**config.mk**
```make
export PLATFORM = sky130hd
export DESIGN_NAME = dssi_cmp
export DESIGN_NICKNAME = d
export VERILOG_FILES = /design/src/sv/dssi_pkg.sv /design/src/sv/dssi_cmp.sv
export SDC_FILE = /design/constraint.sdc
export NUM_CORES = 1
export LEC_CHECK = 0
export ABC_CLOCK_PERIOD_IN_PS = 9300
export CORE_MARGIN = 10
export CORE_UTILIZATION = 60
export DETAILED_ROUTE_END_ITERATION = 8
export DONT_BUFFER_PORTS = 1
export PLACE_DENSITY = 0.83
export SYNTH_ARGS = -nofsm -noshare
export SYNTH_HDL_FRONTEND = slang
export SYNTH_SLANG_ARGS = --single-unit
```
**constraint.sdc**
```tcl
create_clock -name vclk -period 9.3
set_clock_uncertainty 0.1 [all_clocks]
set_input_delay 1.395 -clock vclk [all_inputs]
set_output_delay 1.395 -clock vclk [all_outputs]
set_load 0.005 [all_outputs]
```
**src/sv/dssi_pkg.sv**
```systemverilog
package dssi_pkg;

    // Result status codes.
    typedef enum logic [2:0] {
        ST_INSERTED  = 3'd0,
        ST_EMPTY     = 3'd1,
        ST_DUPLICATE = 3'd2,
        ST_OVERLAP   = 3'd3,
        ST_FULL      = 3'd4
    } status_t;

    // One span as offered on the input channel and as held in the store.
    typedef struct packed {
        logic [63:0] span_offset;
        logic [63:0] span_size;
    } in_item_t;

    typedef struct packed {
        status_t    status;
        logic [6:0] span_count;
    } out_item_t;

    // Candidate span with its saturated end precomputed.
    typedef struct packed {
        in_item_t    span;
        logic [63:0] span_end;
    } cand_t;

    // Outcome of comparing one stored entry against the candidate.
    typedef struct packed {
        logic less;   // entry orders strictly before the candidate
        logic equal;  // entry is an exact copy of the candidate
        logic meet;   // half-open ranges overlap
    } cmp_res_t;

    typedef enum logic [3:0] {
        S_IDLE,
        S_SEARCH_RD,
        S_SEARCH_CMP,
        S_SUCC_RD,
        S_SUCC_CMP,
        S_PRED_RD,
        S_PRED_CMP,
        S_DECIDE,
        S_SHIFT,
        S_WRITE_NEW,
        S_DONE
    } state_t;

endpackage

```
**src/sv/dssi_cmp.sv**
```systemverilog
// Shared compare unit: orders a stored entry against the candidate and
// checks the two half-open ranges for overlap.
module dssi_cmp (
    input  dssi_pkg::in_item_t entry,
    input  dssi_pkg::cand_t    cand,
    output dssi_pkg::cmp_res_t res
);

    logic [64:0] entry_sum;
    logic [63:0] entry_end;
    logic        off_eq;

    assign entry_sum = {1'b0, entry.span_offset} + {1'b0, entry.span_size};
    assign entry_end = entry_sum[64] ? {64{1'b1}} : entry_sum[63:0];
    assign off_eq    = (entry.span_offset == cand.span.span_offset);

    assign res.less  = off_eq ? (entry.span_size < cand.span.span_size)
                              : (entry.span_offset < cand.span.span_offset);
    assign res.equal = off_eq && (entry.span_size == cand.span.span_size);
    assign res.meet  = (entry.span_offset < cand.span_end) &&
                       (cand.span.span_offset < entry_end);

endmodule

```
==> results by group, run 1 <==
Status
  • Status: complete, no violations

Clocking
  • Post-CTS sizing: 0
  • Post-CTS Setup Bufs: 0
  • CTS hold repair buffers: 0

Timing
  • WHS: about 3.2 ns
  • Endpoints failing hold: 0
  • Worst Tran Pin Value: 0.756 ns
  • Final max-slew violation count: 0
  • Slew HR: 0.492
  • Setup TNS: 0 ns
  • F_max: around 110 MHz
  • Unrepaired setup endpoints after global routing: no
  • Post-layout min period: ~8.7 ns
  • Setup violators final: 0
  • Fin crit share: 0.937

Worst setup path
  • WP data arrival: approximately 7.2 ns
  • Req. time, crit path: just under 8 ns
  • Worst Path Max Fanout: 14
  • CP Buf/Inv Count: 1
  • CP top delay family: simple AND/OR/NAND/NOR gates
  • CP max stage delay: around 0.62 ns
  • Critical Path End Type: output port
  • Setup CP Type: primary input to output port
  • CP cell instances: ha_1, fa_1, a21o_1, a221o_1, a2111oi_2, a21oi_1, nor3_2, o21ai_2, a21oi_4, o21bai_4, a41oi_1, ha_1, nand4_1, nor4_2, nand3_1, or4_1, nor4_1, nand2_1, o2111ai_1, nor4_1, nor4b_1, buf_4
  • Setup crit start kind: primary input
  • CP max stage cell: or4_1

Floorplan
  • Core area: 17300 µm²
  • Die area: 23300 µm²
  • Die H: around 150 µm
  • Starting Density: 0.612
  • Die Span X: approximately 150 µm
  • # rows: 48
  • I/O pins: roughly 320

Synth
  • Register area share after synthesis: 0
  • Syn avg cell area: between 7 and 8 µm²
  • Area leader, netlist: ha_1
  • Share of the synthesized area in the top cell type: 0.376
  • Synth Warn #: 0
  • Yosys cell types: 76
  • Cell count after synthesis: between 1500 and 2000
  • Mapped cell area: 10600 µm²
  • Ranking of synthesized cells by area: ha_1, inv_1, a21o_1
  • Syn nets: around 2100

Global route
  • Grt ovf: 0
  • Tot GR Track Use: 0.300
  • First-pass GRT wire length: 58300 µm
  • Vias in the first global route: roughly 11000
  • Pin count of the biggest net entering global routing: 27
  • Initial antenna violation count: 1

Detailed routing
  • Total routed wirelength: between 30000 and 40000 µm
  • TritonRoute pass-1 iters: 5
  • Initial DRC Count: 855
  • DR vias: 11100
  • DR WL/cell: between 20 and 25 µm
  • Via density per instance: around 6.5
  • Antenna viol nets, final: 0
  • Post-route DRC: 0

Placed design
  • HPWL after detailed placement: between 30000 and 40000 µm
  • Port buffer count: 0
  • Final GP Congestion: roughly 1.0

Layout
  • FFs & Latches: 0
  • Area growth, synth to finish: 1.30%
  • FF/Latch Area: 0 µm²
  • Most common cell after layout, fill and taps aside: ha_1
  • Antenna Diode Count: 0
  • Nets: roughly 2100
  • Share of cells above drive strength 1: 0.0197
  • Most frequent cells in the layout: ha_1, inv_1, a21oi_1
  • Fillers: approximately 1600
  • Layout clock buffer count: 0

Pwr
  • Total power: roughly 0.00066 W
  • Power Density: just over 60 nW/µm²
  • Leak pwr: about 5.9 nW
  • Worst VDD drop: between 0.02 and 0.03 mV

Hold path
  • Hold Path Class: primary input to output port

Flow run
  • Max-cap violation count: 0
## kinds of logic after synthesis
logic type / count (synthesis) / share of synthesized area
compound gates: 460 / 0.288
fa+ha+maj: 319 / 0.378
simple gates: 427 / 0.202
buf+inv: 249 / 0.0910
xor+xnor: 49 / 0.0406
## per-stage QoR
stage	cell area [µm²]	cells	utilization	setup slack [ns]
3_3_place_gp	10700	1695	0.620	0.964
5_1_grt	10700	1695	0.620	0.346
3_5_place_dp	10700	1695	0.620	0.703
2_1_floorplan	10600	1504	-	1.92
6_report	10700	1695	0.620	0.582
4_1_cts	10700	1695	0.620	0.678
## final timing paths
check,cells past startpoint,startpoint,end,slack [ns]
max,22,entry[0],res[0],0.58
min,5,entry[1],res[1],3.18
## where the power goes
group	leakage, nW	total [W]	internal (W)	switching [W]
Sequential	0	0	0	0
Combinational	5.93	0.000664	0.000283	0.000381
Clock	0	0	0	0
Total	5.93	0.000664	0.000283	0.000381
## synthesized netlist by cell type, types with 6 or more instances
| library cell | count |
|---|---|
| o21a_1 | 14 |
| o21bai_1 | 12 |
| clkbuf_1 | 24 |
| a21o_1 | 98 |
| xor2_1 | 23 |
| a31oi_1 | 12 |
| nand3_1 | 36 |
| nand2b_1 | 11 |
| inv_1 | 212 |
| o21ai_0 | 78 |
| ha_1 | 318 |
| nand2_1 | 85 |
| nor3_1 | 32 |
| nor2b_1 | 26 |
| buf_2 | 10 |
| nor2_1 | 114 |
| o31ai_1 | 6 |
| a211oi_1 | 10 |
| a211o_1 | 11 |
| nand4_1 | 66 |
| nor4_1 | 6 |
| o211ai_1 | 16 |
| a21oi_1 | 140 |
| xnor2_1 | 26 |
| or3_1 | 11 |
| or2_2 | 6 |
| and3_1 | 8 |
## area by class of cell
cell class | instances | area, µm² | area share
Multi-Input combinational cell | 1255 | 9620 | 0.897
Timing Repair Buffer | 3 | 22.5 | 0.00210
Tap cell | 225 | 282 | 0.0263
Inverter | 212 | 796 | 0.0743
## metal layers
metal,vias up,GRT usage,part of all wire
li1,5421,-,-
met1,4949,0.352,0.39
met2,594,0.511,0.45
met3,95,0.0883,0.12
met4,0,0.0931,0.041
met5,-,0,0
## worst min-delay path, stage by stage
cell and delay [ns]:
ha_1 0.22, nand2_1 0.07, nor3_1 0.05, nand2_1 0.08, nor4_1 0.08
(Power assumes the default switching activity.)
==> run 2, diff against run 1 <==
- GPL_TIMING_DRIVEN: not set -> 0
==> run 2 against run 1 <==
Compared with the run above:
- routed wire length fell by 0.22%
- combinational power is 1% higher
- clock-buffer cell count did not move
- global-route usage decreased by 0.14 points
- core utilization up 1.2 points
- worst setup slack worse by 0.28 ns
- flip-flop and latch count is the same
- cell count up 2.1%
- largest power group unchanged
- highest routed layer is now met5
==> results by group, run 2 (synthesis gave the netlist of run 1 again) <==
Status
  • Status: complete, no violations

Floorplan
  • # rows: 48 (unchanged)
  • Die H: 153 µm (unchanged)
  • Starting Density: 0.612 (unchanged)
  • I/O pins: 323 (unchanged)
  • Die area: 23300 µm² (unchanged)
  • Core area: 17300 µm² (unchanged)
  • Die Span X: 153 µm (unchanged)

Pwr
  • Total power: 0.000671 W (+1.1%)
  • Leak pwr: 6.03 nW (+1.7%)
  • Power Density: 61.5 nW/µm² (-0.82%)
  • Worst VDD drop: 0.0301 mV (+7.2%)

Layout
  • Fillers: 1630 (+0.25%)
  • Share of cells above drive strength 1: 0.0273 (+0.00753)
  • Nets: 2145 (+1.6%)
  • Area growth, synth to finish: 3.22%
  • FFs & Latches: 0 (unchanged)
  • Final instance area: 10900 µm² (+1.9%)
  • Most frequent cells in the layout: ha_1, inv_1, a21oi_1
  • Layout clock buffer count: 0 (unchanged)
  • Most common cell after layout, fill and taps aside: ha_1
  • FF/Latch Area: 0 µm² (unchanged)

Placed design
  • Final GP Congestion: 0.968 (-4.5%)
  • Placed inst area: 10900 µm² (+1.3%)
  • HPWL after detailed placement: 34100 µm (-0.49%)
  • Port buffer count: 0 (unchanged)

Hold path
  • Hold Path Origin: entry[117]
  • Hold EP: res[0]
  • Worst hold path depth: 3 (-2)
  • Hold Path Class: primary input to output port

Worst setup path
  • Req. time, crit path: 7.81 ns (about the same)
  • WP data arrival: 7.50 ns (+0.28 ns)
  • Critical Path End Type: output port
  • CP max stage cell: or4_1
  • Critical Path Most Common Cell: nand4_1
  • CP top delay family: simple AND/OR/NAND/NOR gates
  • Setup crit start kind: primary input
  • Setup CP Type: primary input to output port
  • Worst Path Max Fanout: 10 (-4)
  • CP max stage delay: 0.68 ns (+0.06 ns)
  • Worst path depth: 22 (unchanged)
  • CP cell instances: ha_1, clkbuf_1, nand4_1, nor4_2, nand4_1, a21oi_1, nor3_4, o21ai_2, a21oi_4, o21bai_4, clkbuf_4, nor2_1, ha_1, nand4_1, nor4_4, nand3_1, or4_1, nor4_4, nand2_1, o2111ai_1, nor4_1, nor4b_1
  • CP Buf/Inv Count: 2 (+1)

Global route
  • Vias in the first global route: 11000 (+1.3%)
  • Tot GR Track Use: 0.298 (-0.00139)
  • Grt ovf: 0 (unchanged)
  • Pin count of the biggest net entering global routing: 11 (-59%)
  • First-pass GRT wire length: 58000 µm (-0.39%)
  • Initial antenna violation count: 2 (+1)

Timing
  • F_max: 111 MHz (-3.1%)
  • Final max-slew violation count: 0 (unchanged)
  • Post-layout min period: 9.00 ns (+0.279 ns)
  • Setup violators final: 0 (unchanged)
  • Fin crit share: 0.967 (+0.0300)
  • Worst Tran Pin Value: 0.843 ns (+0.0869 ns)
  • Endpoints failing hold: 0 (unchanged)
  • Slew HR: 0.430 (-0.0620)
  • Setup TNS: 0 ns (unchanged)
  • WHS: 3.08 ns (-0.0991 ns)

Clocking
  • CTS hold repair buffers: 0 (unchanged)
  • Post-CTS Setup Bufs: 0 (unchanged)

Flow run
  • Max-cap violation count: 0 (unchanged)

Detailed routing
  • DR WL/cell: 21.8 µm (-2.2%)
  • TritonRoute pass-1 iters: 5 (unchanged)
  • Post-route DRC: 0 (unchanged)
  • Total routed wirelength: 37600 µm (-0.22%)
  • Via density per instance: 6.40 (-1.9%)
  • Initial DRC Count: 723 (-15%)
  • Antenna viol nets, final: 0 (unchanged)
  • DR vias: 11100 (+0.090%)
-- run 2: cell count changes in the layout (fill, tap and decap cells not counted), sizes merged --
cell | previous run | this run
buf | 3 | 12
clkbuf | 0 | 25
diode | 0 | 1
-- run 2: how the worst max path moves through the flow --
| stage | startpoint | end | slack [ns] |
|---|---|---|---|
| after floorplan | entry[0] | res[0] | 1.92 |
| after global placement | entry[0] | res[0] | 0.0003 |
| after detailed placement | entry[45] | res[0] | -0.04 |
| after CTS | entry[45] | res[0] | 0.13 |
| after global routing | entry[42] | res[0] | -0.0009 |
| final | entry[45] | res[0] | 0.30 |
-- run 2: cell type report --
cell class | count | area, µm² | share of cell area
Multi-Input combinational cell | 1255 | 9670 | 0.886
Inverter | 212 | 796 | 0.0729
Tap cell | 225 | 282 | 0.0258
Buffer | 37 | 169 | 0.0155
Antenna cell | 1 | 2.50 | 0.000229
-- run 2: metrics by stage --
step / setup WS (ns) / utilization / instances
2_1_floorplan: 1.92 / - / 1504
3_3_place_gp: 0.000302 / 0.628 / 1729
3_5_place_dp: -0.0357 / 0.628 / 1729
4_1_cts: 0.134 / 0.628 / 1729
5_1_grt: -0.000948 / 0.631 / 1730
6_report: 0.303 / 0.631 / 1730
-- run 2: power by group --
part / internal [W] / total, W / leakage (nW) / switching (W)
Clock: 0.0000000000144 / 0.0000000000144 / 0.00000634 / 0
Sequential: 0 / 0 / 0 / 0
Combinational: 0.000284 / 0.000671 / 6.03 / 0.000388
-- run 2: timing repair --
action                     4_1_cts  5_1_grt
resized for setup                1        7
setup endpoints to repair        1        1
pin swaps                        0        0
-- run 2: per-layer routing --
| metal | GRT usage | part of all wire | vias to the layer above |
|---|---|---|---|
| met5 | 0 | 0.00032 | - |
| met4 | 0.0981 | 0.035 | 2 |
| met3 | 0.0951 | 0.11 | 63 |
| met2 | 0.505 | 0.46 | 473 |
| met1 | 0.347 | 0.40 | 5043 |
| li1 | - | - | 5488 |
==> run 3, diff against run 2 <==
- CORE_MARGIN: 10 -> 2
==> run 3 against run 2 <==
Compared with the run above:
- sequential share of layout area unchanged
- power shrank 0.21%
- flip-flop and latch count is the same
- critical path type unchanged
==> results by group, run 3 (synthesis gave the netlist of run 1 again) <==
Status
  • Status: complete, no violations

Floorplan
  • Die area: 18700 µm² (-20%)
  • Die H: 137 µm (-10%)
  • Starting Density: 0.612 (unchanged)
  • Die Span X: 137 µm (-10%)
  • I/O pins: 323 (unchanged)
  • Core area: 17300 µm² (unchanged)
  • # rows: 48 (unchanged)

Placed design
  • HPWL after detailed placement: 31000 µm (-9.2%)
  • Pre-CTS setup slack: -0.0363 ns (-0.000594 ns)
  • Port buffer count: 0 (unchanged)
  • Final GP Congestion: 0.963 (-0.44%)

Detailed routing
  • Post-route DRC: 0 (unchanged)
  • TritonRoute pass-1 iters: 7 (+2)
  • Antenna viol nets, final: 0 (unchanged)
  • DR WL/cell: 20.0 µm (-8.2%)
  • Total routed wirelength: 34500 µm (-8.4%)
  • DR vias: 11100 (+0.45%)
  • Initial DRC Count: 857 (+19%)
  • Via density per instance: 6.44 (+0.63%)

Layout
  • Fillers: 1641 (+0.67%)
  • Layout clock buffer count: 0 (unchanged)
  • Antenna Diode Count: 0 (-1)
  • Most common cell after layout, fill and taps aside: ha_1
  • Share of cells above drive strength 1: 0.0280 (+0.000702)
  • Area growth, synth to finish: 3.24% (about the same)
  • Multi-input gate area: 9670 µm² (about the same)
  • FF/Latch Area: 0 µm² (unchanged)
  • Nets: 2143 (-0.093%)
  • FFs & Latches: 0 (unchanged)
  • Most frequent cells in the layout: ha_1, inv_1, a21oi_1

Hold path
  • Hold Path Class: primary input to output port

Timing
  • Slew HR: 0.470 (+0.0400)
  • Worst Tran Pin Value: 0.789 ns (-0.0542 ns)
  • Post-layout min period: 8.98 ns (-0.0126 ns)
  • Final max-slew violation count: 0 (unchanged)
  • Setup violators final: 0 (unchanged)
  • Endpoints failing hold: 0 (unchanged)
  • Setup TNS: 0 ns (unchanged)
  • F_max: 111 MHz (+0.14%)
  • Fin crit share: 0.966 (-0.00136)
  • Final WS setup: 0.315 ns (+0.0126 ns)

Worst setup path
  • Worst Path Max Fanout: 10 (unchanged)
  • Setup crit start kind: primary input
  • WP data arrival: 7.49 ns (about the same)
  • Critical Path End Type: output port
  • Setup CP Type: primary input to output port
  • Req. time, crit path: 7.81 ns (about the same)

Global route
  • Grt met3 use: 0.0800 (-0.0151)
  • Pin count of the biggest net entering global routing: 11 (unchanged)
  • Grt ovf: 0 (unchanged)
  • First-pass GRT wire length: 52300 µm (-9.9%)
  • Met1 GRT Util: 0.420 (+0.0734)
  • Initial antenna violation count: 1 (-1)
  • Grt met2 use: 0.621 (+0.116)
  • Tot GR Track Use: 0.351 (+0.0532)
  • Vias in the first global route: 10700 (-2.7%)
  • Most crowded layer after global routing: met2

Pwr
  • Leak pwr: 6.05 nW (+0.28%)
  • Switch Pwr: 0.000385 W (-0.62%)
  • Sw Ratio: 0.575 (-0.00239)
  • Worst VDD drop: 0.0282 mV (-6.3%)
  • Internal power: 0.000285 W (+0.36%)
  • Power Density: 61.3 nW/µm² (-0.23%)
  • Combinational fraction of design power: 1.000 (about the same)
  • Clock share of power: 0 (unchanged)
  • Flop pwr share: 0 (unchanged)

Flow run
  • Max-cap violation count: 0 (unchanged)

Clocking
  • CTS hold repair buffers: 0 (unchanged)
run 3: changes by cell type in the layout (fill, tap and decap cells not counted):
| cell | delta |
|---|---|
| clkbuf_1 | -3 |
| nor4_2 | -1 |
| diode_2 | -1 |
| buf_12 | +1 |
| a2111oi_2 | +1 |
| nor4_4 | +1 |
| a2111oi_4 | -1 |
run 3: path summary, 6_finish.rpt:
kind	startpoint	to	cells past startpoint
worst max-delay path	entry[43]	res[0]	23
worst min-delay path	entry[117]	res[0]	3
run 3: layout make-up:
| type | count | share of cell area |
|---|---|---|
| multi-input combinational | 1255 | 0.885 |
| tap | 225 | 0.0258 |
| inverter | 212 | 0.0729 |
| timing repair buffer | 1 | 0.00183 |
| buffer | 34 | 0.0144 |
run 3: repair_timing:
item,4_1_cts,5_1_grt
buffers inserted,0,1
gates resized for setup,1,7
pin swaps,0,1
endpoints found under the setup margin,1,1
run 3: per-layer routing:
layer	up-vias	share of wire
met4	2	0.039
met3	85	0.097
met2	541	0.45
met1	5003	0.41
li1	5488	-
met5	-	0.00023
run 3: power by group through the flow:
stage                     combinational, W  clock (W)  sequential (W)
final                             0.000670          0               0
after global routing              0.000759          0               0
after CTS                         0.000654          0               0
after detailed placement          0.000648          0               0
after global placement            0.000629          0               0
after floorplan                   0.000506          0               0
run 3: metrics by stage:
stage                     utilization  hold slack, ns  instances  area (µm²)  power [W]
final                           0.631            3.08       1727       10900   0.000670
after floorplan                     -            2.98       1504       10600   0.000506
after detailed placement        0.628            3.06       1729       10900   0.000648
after global routing            0.631            3.09       1727       10900   0.000759
after CTS                       0.628            3.06       1729       10900   0.000654
after global placement          0.628            3.07       1729       10900   0.000629
run 3: critical path, cell delays in order:
cell and delay, ns:
ha_1 0.25, clkbuf_1 0.29, nand4_1 0.28, nor4_4 0.40
nand4_1 0.14, a21oi_1 0.26, nor3_4 0.09, buf_12 0.15
o21ai_2 0.29, a21oi_4 0.13, o21bai_4 0.31, clkbuf_4 0.33
nor2_1 0.08, ha_1 0.27, nand4_1 0.27, nor4_4 0.44
nand3_1 0.20, or4_1 0.71, nor4_4 0.44, nand2_1 0.12
o2111ai_1 0.29, nor4_1 0.13, nor4b_1 0.21
